--- config.mk ---
export PLATFORM = sky130hd
export DESIGN_NAME = xor_checked_frame_parser
export DESIGN_NICKNAME = d
export VERILOG_FILES = /design/src/hw/rtl/xcfp_pkg.sv /design/src/hw/rtl/xcfp_store.sv /design/src/hw/rtl/xor_checked_frame_parser.sv
export SDC_FILE = /design/constraint.sdc
export NUM_CORES = 1
export LEC_CHECK = 0
export ABC_AREA = 0
export BUFFER_PORTS_ARGS = -buffer_cell sky130_fd_sc_hd__buf_2
export CAP_MARGIN = 40
export CORE_MARGIN = 1.5
export CORE_UTILIZATION = 45
export DETAILED_ROUTE_END_ITERATION = 7
export PLACE_DENSITY = 0.66
export SYNTH_ARGS = -nofsm -noshare
export SYNTH_HDL_FRONTEND = slang
export SYNTH_SLANG_ARGS = --single-unit
--- constraint.sdc ---
create_clock -name clk_i -period 2.78 [get_ports clk_i]
set_input_delay 0.139 -clock clk_i [delete_from_list [all_inputs] [get_ports clk_i]]
set_output_delay 0.139 -clock clk_i [all_outputs]
set_load 0.02 [all_outputs]
--- src/hw/rtl/xcfp_pkg.sv ---
package xcfp_pkg;

  localparam int unsigned MaxDataBytesDef = 32;

  localparam int unsigned ByteW  = 8;
  localparam int unsigned DlenW  = 6;
  localparam int unsigned BidxW  = 5;

  localparam logic [ByteW-1:0] StartMarkerRst = 8'hAA;

endpackage

--- src/hw/rtl/xcfp_store.sv ---
module xcfp_store import xcfp_pkg::*; #(
  parameter int unsigned Depth = MaxDataBytesDef,
  parameter int unsigned AddrW = 5
) (
  input  logic             clk_i,
  input  logic             wr_en_i,
  input  logic [AddrW-1:0] wr_addr_i,
  input  logic [ByteW-1:0] wr_data_i,
  input  logic             rd_en_i,
  input  logic [AddrW-1:0] rd_addr_i,
  output logic [ByteW-1:0] rd_data_o
);

  logic [ByteW-1:0] mem_q [Depth];
  logic [ByteW-1:0] rd_data_q;

  always_ff @(posedge clk_i) begin
    if (wr_en_i) begin
      mem_q[wr_addr_i] <= wr_data_i;
    end
  end

  // hold read data until the next read
  always_ff @(posedge clk_i) begin
    if (rd_en_i) begin
      rd_data_q <= mem_q[rd_addr_i];
    end
  end

  assign rd_data_o = rd_data_q;

endmodule

--- src/hw/rtl/xor_checked_frame_parser.sv ---
// Frame parser: takes one received byte per item and hunts for frames of the form start marker,
// length, command, data bytes, XOR checksum (over length, command and data). Bytes are taken
// without a stall while a frame is received, but the checksum byte waits for a free output
// register; data bytes are buffered in a small memory. After a good checksum the buffered
// data is replayed from that memory, each result by a memory read and then a load of the
// output register once it is free, during which no byte is taken; a command-only frame gives
// its one result with the checksum byte. Bad lengths and bad checksums drop the frame without
// results. The start marker register may be written at any idle moment and resets to 0xAA.
module xor_checked_frame_parser import xcfp_pkg::*; #(
  parameter int unsigned MaxDataBytes = MaxDataBytesDef
) (
  input  logic             clk_i,
  input  logic             rst_ni,
  input  logic             cfg_we_i,
  input  logic [ByteW-1:0] cfg_wdata_i,
  input  logic             in_valid_i,
  output logic             in_ready_o,
  input  logic [ByteW-1:0] rx_byte_i,
  output logic             out_valid_o,
  input  logic             out_ready_i,
  output logic [ByteW-1:0] frame_command_o,
  output logic [DlenW-1:0] data_length_o,
  output logic [BidxW-1:0] byte_index_o,
  output logic [ByteW-1:0] data_byte_o,
  output logic             has_data_o,
  output logic             last_item_o
);

  localparam int unsigned LenW  = $clog2(MaxDataBytes + 2);
  localparam int unsigned CntW  = $clog2(MaxDataBytes + 1);
  localparam int unsigned AddrW = (MaxDataBytes > 1) ? $clog2(MaxDataBytes) : 1;

  typedef enum logic [2:0] {
    HuntSt,
    LenSt,
    CmdSt,
    DataSt,
    ChkSt,
    EmitRdSt,
    EmitWrSt
  } state_e;

  state_e            state_q;
  logic [ByteW-1:0]  marker_q;
  logic [LenW-1:0]   len_q;
  logic [CntW-1:0]   cnt_q;
  logic [CntW-1:0]   k_q;
  logic [ByteW-1:0]  csum_q;
  logic [ByteW-1:0]  cmd_q;

  logic              out_valid_q;
  logic [ByteW-1:0]  out_cmd_q;
  logic [DlenW-1:0]  out_dlen_q;
  logic [BidxW-1:0]  out_idx_q;
  logic [ByteW-1:0]  out_data_q;
  logic              out_has_q;
  logic              out_last_q;

  logic              in_fire;
  logic              out_free;
  logic [LenW-1:0]   dl;
  logic              len_bad;
  logic              data_done;
  logic              emit_last;
  logic              wr_en;
  logic [ByteW-1:0]  rd_data;
  logic              chk_ok;
  logic              out_load;

  assign out_free  = !out_valid_q || out_ready_i;
  assign in_fire   = in_valid_i && in_ready_o;
  assign dl        = len_q - LenW'(1);
  assign len_bad   = (rx_byte_i == '0) || (rx_byte_i > ByteW'(MaxDataBytes + 1));
  assign data_done = ((LenW + 1)'(cnt_q) + (LenW + 1)'(2)) >= (LenW + 1)'(len_q);
  assign emit_last = (LenW'(k_q) + LenW'(1)) == dl;
  assign wr_en     = in_fire && (state_q == DataSt) && (cnt_q < CntW'(MaxDataBytes));
  assign chk_ok    = (rx_byte_i == csum_q);
  assign out_load  = ((state_q == ChkSt) && in_fire && chk_ok && (dl == '0)) ||
                     ((state_q == EmitWrSt) && out_free);

  always_comb begin
    unique case (state_q)
      HuntSt, LenSt, CmdSt, DataSt: in_ready_o = 1'b1;
      ChkSt:                        in_ready_o = out_free;
      default:                      in_ready_o = 1'b0;
    endcase
  end

  xcfp_store #(
    .Depth (MaxDataBytes),
    .AddrW (AddrW)
  ) u_store (
    .clk_i     (clk_i),
    .wr_en_i   (wr_en),
    .wr_addr_i (cnt_q[AddrW-1:0]),
    .wr_data_i (rx_byte_i),
    .rd_en_i   (state_q == EmitRdSt),
    .rd_addr_i (k_q[AddrW-1:0]),
    .rd_data_o (rd_data)
  );

  always_ff @(posedge clk_i or negedge rst_ni) begin
    if (!rst_ni) begin
      state_q     <= HuntSt;
      marker_q    <= StartMarkerRst;
      len_q       <= '0;
      cnt_q       <= '0;
      k_q         <= '0;
      csum_q      <= '0;
      cmd_q       <= '0;
      out_valid_q <= 1'b0;
      out_cmd_q   <= '0;
      out_dlen_q  <= '0;
      out_idx_q   <= '0;
      out_data_q  <= '0;
      out_has_q   <= 1'b0;
      out_last_q  <= 1'b0;
    end else begin
      if (cfg_we_i) begin
        marker_q <= cfg_wdata_i;
      end
      if (out_load) begin
        out_valid_q <= 1'b1;
      end else if (out_ready_i) begin
        out_valid_q <= 1'b0;
      end
      unique case (state_q)
        HuntSt: begin
          if (in_fire && (rx_byte_i == marker_q)) begin
            state_q <= LenSt;
            cnt_q   <= '0;
            csum_q  <= '0;
          end
        end
        LenSt: begin
          if (in_fire) begin
            cnt_q <= '0;
            if (len_bad) begin
              state_q <= HuntSt;
              len_q   <= '0;
              csum_q  <= '0;
            end else begin
              state_q <= CmdSt;
              len_q   <= rx_byte_i[LenW-1:0];
              csum_q  <= rx_byte_i;
            end
          end
        end
        CmdSt: begin
          if (in_fire) begin
            cmd_q   <= rx_byte_i;
            csum_q  <= csum_q ^ rx_byte_i;
            state_q <= (len_q == LenW'(1)) ? ChkSt : DataSt;
          end
        end
        DataSt: begin
          if (in_fire) begin
            csum_q <= csum_q ^ rx_byte_i;
            cnt_q  <= cnt_q + CntW'(1);
            if (data_done) begin
              state_q <= ChkSt;
            end
          end
        end
        ChkSt: begin
          if (in_fire) begin
            cnt_q  <= '0;
            csum_q <= '0;
            if (chk_ok && (dl != '0)) begin
              k_q     <= '0;
              state_q <= EmitRdSt;
            end else begin
              state_q <= HuntSt;
            end
            if (chk_ok && (dl == '0)) begin
              // command-only frame: one result, no data
              out_cmd_q   <= cmd_q;
              out_dlen_q  <= '0;
              out_idx_q   <= '0;
              out_data_q  <= '0;
              out_has_q   <= 1'b0;
              out_last_q  <= 1'b1;
            end
          end
        end
        EmitRdSt: begin
          state_q <= EmitWrSt;
        end
        EmitWrSt: begin
          if (out_free) begin
            out_cmd_q   <= cmd_q;
            out_dlen_q  <= DlenW'(dl);
            out_idx_q   <= BidxW'(k_q);
            out_data_q  <= rd_data;
            out_has_q   <= 1'b1;
            out_last_q  <= emit_last;
            k_q         <= k_q + CntW'(1);
            state_q     <= emit_last ? HuntSt : EmitRdSt;
          end
        end
        default: begin
          state_q <= HuntSt;
        end
      endcase
    end
  end

  assign out_valid_o     = out_valid_q;
  assign frame_command_o = out_cmd_q;
  assign data_length_o   = out_dlen_q;
  assign byte_index_o    = out_idx_q;
  assign data_byte_o     = out_data_q;
  assign has_data_o      = out_has_q;
  assign last_item_o     = out_last_q;

  // a bad checksum never starts a replay
  assert property (@(posedge clk_i) disable iff (!rst_ni)
    (state_q == ChkSt) && in_fire && (rx_byte_i != csum_q) |=> (state_q == HuntSt))
    else $error("replay started after bad checksum");

  // frame length and command hold for the whole replay
  assert property (@(posedge clk_i) disable iff (!rst_ni)
    (state_q == EmitRdSt) |=> $stable(len_q) && $stable(cmd_q))
    else $error("frame registers changed during replay");

  // a result without data is the only result of its frame
  assert property (@(posedge clk_i) disable iff (!rst_ni)
    out_valid_o && !has_data_o |-> last_item_o && (data_length_o == '0))
    else $error("command-only result malformed");

  // a new result is loaded only into a free output register
  assert property (@(posedge clk_i) disable iff (!rst_ni)
    (state_q == EmitWrSt) && out_valid_q && !out_ready_i |=> $stable(out_idx_q))
    else $error("pending result overwritten");

endmodule
== Yosys cells after proc, flatten, opt, wreduce, memory -nomap -nowiden ==
Memory sizes are Yosys's and may differ from the RTL's. A register that Yosys moved wholly into a read port is not among the register bits.
Index checks and enable logic that the tools add are counted.
Storage, ports and cells
  flip-flop bits (word level): 75
  latch bits: 0
  bits in writable memories: 256
  memory bits (read-only): 0
  word-level logic and storage cells: 132
  memories kept: 1
Cells by class
  add/subtract/negate cells: 4
  $mul: 0
  div/mod/pow operators: 0
  order comparisons: 3
  eq/ne operators: 21
  shift operators: 0
  mux-type cells: 56
  bitwise gates (word level): 1
  reduce and logical (&&, ||, !) cells: 32
Memory list
  u_store.mem_q: words 32, bits a word 8, read ports 1, clocked after memory_dff 1, wr ports 1, RTL line xcfp_store.sv:14  | logic [ByteW-1:0] mem_q [Depth];
Operators by type and width (count)
  8-bit 2-to-1 mux: 11
  6-bit 2-to-1 mux: 10
  8-bit one-hot mux with 2 select lines: 2
  8-bit one-hot mux with 4 select lines: 1
  3-bit 2-to-1 mux: 10
  6-bit one-hot mux with 2 select lines: 2
  3-bit one-hot mux with 7 select lines: 1
  6-bit one-hot mux with 3 select lines: 1
  8-bit equality test: 2
  5-bit 2-to-1 mux: 3
  2-bit inequality test, second input constant: 7
  6-bit by 1-bit adder with 6-bit output, second input constant: 2
  4-bit AND reduction: 3
  1-bit logical AND: 10
  1-bit 2-to-1 mux: 10
  5-bit one-hot mux with 2 select lines: 1
  3-bit equality test, second input constant: 3
  8-bit by 6-bit > comparator with 1-bit output, second input constant: 1
  8-bit zero test: 1
  2-bit by 1-bit inequality test with 1-bit output, second input constant: 4
  8-bit bitwise XOR: 1
  6-bit by 2-bit adder with 7-bit output, second input constant: 1
  7-bit by 6-bit greater-or-equal comparator with 1-bit output: 1
  7-bit AND reduction: 1
  20 further kinds: 28

== Depth between registers and ports, before layout ==
  word-level depth: 9
  gate-level depth with buffers: 9
  mapped depth without buffers: 9

== Modules after synthesis ==
From an unflattened synthesis, not the netlist that was laid out.
Second synthesis, totals
  cell total of the unflattened synthesis: 773
  area, all modules: 13967.1 um2
Modules (own cells, without submodules)
  xcfp_store: instances 1, cells each 417, area an instance 10133.5 um2
  xor_checked_frame_parser: instances 1, cells each 356, area an instance 3833.7 um2

== Worst setup path before layout ==
OpenSTA, ideal clock, no wires.
  path kind: flip-flop to flip-flop
  start point: reg k_q[0]
  end point: reg u_store.rd_data_q[2], in the netlist u_store.rd_data_o[2], read port of u_store.mem_q (data pin)
  library setup time: 260 ps
  arrival: 2174 ps
  required time: 2520 ps
  slack: 346 ps
  cell stages (with the launch flop): 6
  period minus slack after synthesis: 2434 ps
  path through: dfrtp_1 -> clkbuf_1 -> buf_1 -> mux4_2 -> mux4_2 -> mux2_2
RTL lines
  start, declared: RTL line xor_checked_frame_parser.sv:47  | logic [CntW-1:0] k_q;
  start signal, assigned: RTL line xor_checked_frame_parser.sv:197  | k_q <= k_q + CntW'(1);
  end, declared: RTL line xcfp_store.sv:15  | logic [ByteW-1:0] rd_data_q;

== Final worst setup path ==
  start point: reg len_q[0]
  end point: reg out_cmd_q[5], in the netlist frame_command_o[5]
Between the ends
  longest elaborated chain between the ends: 5
Ends and longest elaborated chain
  start, declared: RTL line xor_checked_frame_parser.sv:45  | logic [LenW-1:0] len_q;
  start signal, assigned: RTL line xor_checked_frame_parser.sv:144  | len_q <= rx_byte_i[LenW-1:0];
  6-bit by 1-bit subtractor with 6-bit output: RTL line xor_checked_frame_parser.sv:72  | assign dl = len_q - LenW'(1);
  6-bit zero test: RTL line xor_checked_frame_parser.sv:175  | if (chk_ok && (dl == '0)) begin
  1-bit logical AND: RTL line xor_checked_frame_parser.sv:175
  2-bit by 1-bit inequality test with 1-bit output (no line)
  4-bit AND reduction (no line)
  end signal, assigned: RTL line xor_checked_frame_parser.sv:177  | out_cmd_q <= cmd_q;
  end signal, assigned: RTL line xor_checked_frame_parser.sv:191  | out_cmd_q <= cmd_q;
  end, declared: RTL line xor_checked_frame_parser.sv:52  | logic [ByteW-1:0] out_cmd_q;
No other way between the ends.
A chain may end at the register's enable or synchronous reset.

==> out/metrics.csv <==
stage,metric,value,unit
worst_setup_path,CP endpoint kind,flip-flop,
routing,DRT Pass-1 Iters,5,
power,static leakage,5.836,nW
outcome,status,finished clean,
clock_tree,CTS tree,yes,
clock_tree,Clock Root Buffer,clkbuf_16,
routing,Routed WL per cell,23.17,µm
layout,area occupied by multi-input gates,0.004024,mm²
layout,final instance count without filler cells,1348,
power,PwrDens,897.9,mW/mm²
synth,Yosys reg bits,339,
floorplanning,DIE AREA,0.03230,mm²
sta,Final period util,94.13,%
routing,initial DRC count,684,
layout,Filler Cell Count,2396,
global_route,grt total ovfl,0,
worst_setup_path,critical path peak fanout,28,
global_route,initial antenna violation count,1,
layout,most frequent cells in the layout,"edfxtp_1, mux4_2, buf_4",
synth,syn nets,825,
place,Final Wtd Congestion,0.7876,
sta,Final Max Tran Viols,0,
global_route,largest net degree at the start of global routing,51,
routing,Residual DRC,0,
sta,TNS Setup,0,ns
clock_tree,clock net sink count,339,
worst_setup_path,worst-case reg-to-reg path depth,6,
power,Max rail drop VDD,0.0004117,V
synth,Mapped Cells,790,
global_route,number of global-route vias before repair,7699,
routing,post-route ant nets,0,
layout,diode count,0,
synth,sequential area share after synthesis,69.79,%
clock_tree,Longest Clk Path Bufs,3,
synth,Unique masters post-synth,62,
layout,layout cell share with drive strength beyond 1,32.25,%
synth,Syn. warnings,0,
layout,register area,0.009814,mm²
layout,Layout area overhead,17.70,%
sta,worst slew pin tran,0.8315,ns
sta,unrepaired setup endpoints after global routing,false,
routing,Vias,7742,
layout,"Core Util, Final",53.94,%
floorplanning,row cnt,64,
synth,Post-synth top flop,edfxtp_1,
floorplanning,core area,0.03067,mm²
routing,WL final,31240,µm
worst_setup_path,reg-to-reg setup timing slack,0.16,ns
synth,asr flop ratio synth,22.12,%
global_route,gr busiest metal,met2,
place,IO Port Bufs,51,
place,placed cell area,0.01531,mm²
sta,Slew HR,44.44,%
layout,Final Net Count,960,
floorplanning,Die Y,179.7,µm
layout,"commonest non-fill, non-tap cell in the layout",edfxtp_1,
worst_setup_path,Startpoint Class,flip-flop,
hold_path,Worst Hold Depth,1,
synth,Synth area leaders,"edfxtp_1, mux4_2, dfrtp_1, mux2_2, nor2_1",
hold_path,WHS Endpoint,u_store.mem_q[1][3]$_DFFE_PP_,
sta,final setup margin,0.1632,ns
clock_tree,CTS H-Tree Depth,2,
worst_setup_path,worst flop-to-flop path startpoint,len_q[0]$_DFFE_PN0P_,
sta,Setup-failing EPs final,0,
global_route,first-pass GRT wire length,47830,µm
routing,DR vias/cell,5.743,
sta,Post-Route Skew,0.01535,ns
synth,Post-synth EDFFs,264,
place,Inst Count DP,1274,
run,number of max-cap violations,0,
sta,final-report hold violation count,0,
place,dpl hpwl,20640,µm
place,pre-CTS WS,0.1755,ns
global_route,GRT met2 Usage,30.34,%
layout,"Design Area, Final",0.01654,mm²
worst_setup_path,Worst Setup Path Type,reg2reg,
global_route,met3 GRT Util,3.870,%
worst_setup_path,Critical R2R Capture,frame_command_o[5]$_DFFE_PN0P_,
synth,Synth top area share,56.40,%
hold_path,min-delay src,rx_byte_i[3],
floorplanning,Starting Density,45.83,%
worst_setup_path,critical path required time,3.17,ns
global_route,met1 usage,28.95,%
hold_path,Hold WC Path Type,in2reg,
clock_tree,TritonCTS Buffers,36,
clock_tree,latest clock arrival within the worst-skew pair,0.51,ns
floorplanning,I/O pins,52,
synth,post-synth design cell area,0.01406,mm²
synth,Yosys top cell by area,edfxtp_1,
sta,Fmax,0.3821,GHz
sta,Final min period,2.617,ns
synth,syn avg cell area,17.79,µm²
floorplanning,Die W,179.7,µm
worst_setup_path,Worst Path Arrival,3.01,ns
global_route,all-layer global routing usage,19.69,%
clock_tree,clock-pin slew on the worst setup and hold paths,0.06,ns
==> cell usage after synthesis (3+ instances only) <==
cell type / number
o21ai_0: 32
inv_1: 11
clkbuf_1: 22
buf_1: 9
dfstp_2: 4
buf_2: 8
nor2b_1: 3
edfxtp_1: 264
nor2_1: 52
o31a_1: 3
nand2_1: 32
a32o_1: 5
o2bb2ai_1: 5
nand4_1: 4
xor2_1: 15
and3_1: 3
nand2b_1: 5
o211ai_1: 3
nand3_1: 12
nor3_1: 10
mux4_2: 80
a21oi_1: 8
mux2_2: 32
a22o_1: 19
dfrtp_1: 71
ha_1: 14
xnor2_1: 18
a31oi_1: 5
==> flip-flops by register name, summed over array words and instances, names as in the netlist <==
signal / flops
byte_index_o: 5
cmd_q: 8
cnt_q: 6
csum_q: 8
data_byte_o: 8
data_length_o: 6
frame_command_o: 8
has_data_o: 1
k_q: 6
last_item_o: 1
len_q: 6
marker_q: 8
out_valid_o: 1
state_q: 3
u_store.mem_q: 256
u_store.rd_data_o: 8
==> kinds of logic (layout without fill, tap and decap cells) <==
| family | Yosys count | count (layout) | share of synthesized area (%) |
|---|---|---|---|
| flops | 339 | 339 | 69.79 |
| simple gates | 139 | 139 | 4.709 |
| mux | 113 | 113 | 15.49 |
| compound gates | 100 | 100 | 5.119 |
| buf+inv | 52 | 214 | 1.593 |
| xor+xnor | 33 | 33 | 2.056 |
| fa+ha+maj | 14 | 14 | 1.246 |
==> metal layers <==
layer | vias to the layer above | wire, µm
met2 | 259 | 14640
met5 | - | 7
met3 | 45 | 2021
met4 | 2 | 582
li1 | 3428 | -
met1 | 4008 | 13980
==> power by group <==
group / switching [W] / internal, W / leakage (nW) / total [W]
Combinational: 0.00206 / 0.00196 / 1.95 / 0.00402
Clock: 0.00186 / 0.00272 / 0.552 / 0.00458
Sequential: 0.000355 / 0.00590 / 3.33 / 0.00626
==> final cells by class <==
class / instances / share of cell area (%)
sequential: 339 / 59.33
multi-input combinational: 399 / 24.32
tap: 396 / 2.995
clock buffer: 48 / 6.035
inverter: 11 / 0.2496
timing repair buffer: 138 / 6.217
clock inverter: 17 / 0.8546
==> worst max-delay path: stages (launching register included) <==
cell     delay, ns
dfrtp_1       0.43
or4_4         0.57
nor2_2        0.11
xnor2_1       0.12
and3_4        0.19
a21oi_4       0.66
mux2_2        0.42
==> metrics by stage <==
stage | hold WS [ns] | total power (W)
detailed placement | 0.07906 | 0.01038
floorplan | -0.1566 | 0.009023
global placement | 0.3506 | 0.01032
finish | 0.03229 | 0.01485
CTS | 0.007562 | 0.01499
global route | 0.02117 | 0.01555
==> worst max path at each step <==
stage / start / slack (ns) / depth (start not counted) / endpoint
4_1_cts: len_q[0]$_DFFE_PN0P_ / 0.17 / 6 / last_item_o$_DFFE_PN0P_
5_1_grt: cnt_q[1]$_DFFE_PN0P_ / 0.02 / 10 / state_q[1]$_DFFE_PN0P_
3_5_place_dp: len_q[0]$_DFFE_PN0P_ / 0.18 / 6 / last_item_o$_DFFE_PN0P_
3_3_place_gp: len_q[0]$_DFFE_PN0P_ / 0.25 / 6 / frame_command_o[0]$_DFFE_PN0P_
2_1_floorplan: k_q[0]$_DFFE_PN0P_ / 0.35 / 5 / u_store.rd_data_o[2]$_DFFE_PP_
6_report: len_q[0]$_DFFE_PN0P_ / 0.16 / 6 / frame_command_o[5]$_DFFE_PN0P_
==> repair_timing <==
action	CTS	global route
setup buffers	0	0
gates resized for setup	0	1
endpoints found under the hold margin	79	0
hold buffers	9	0
endpoints found under the setup margin	0	1
Note: power is estimated with default switching activity, not from simulation.
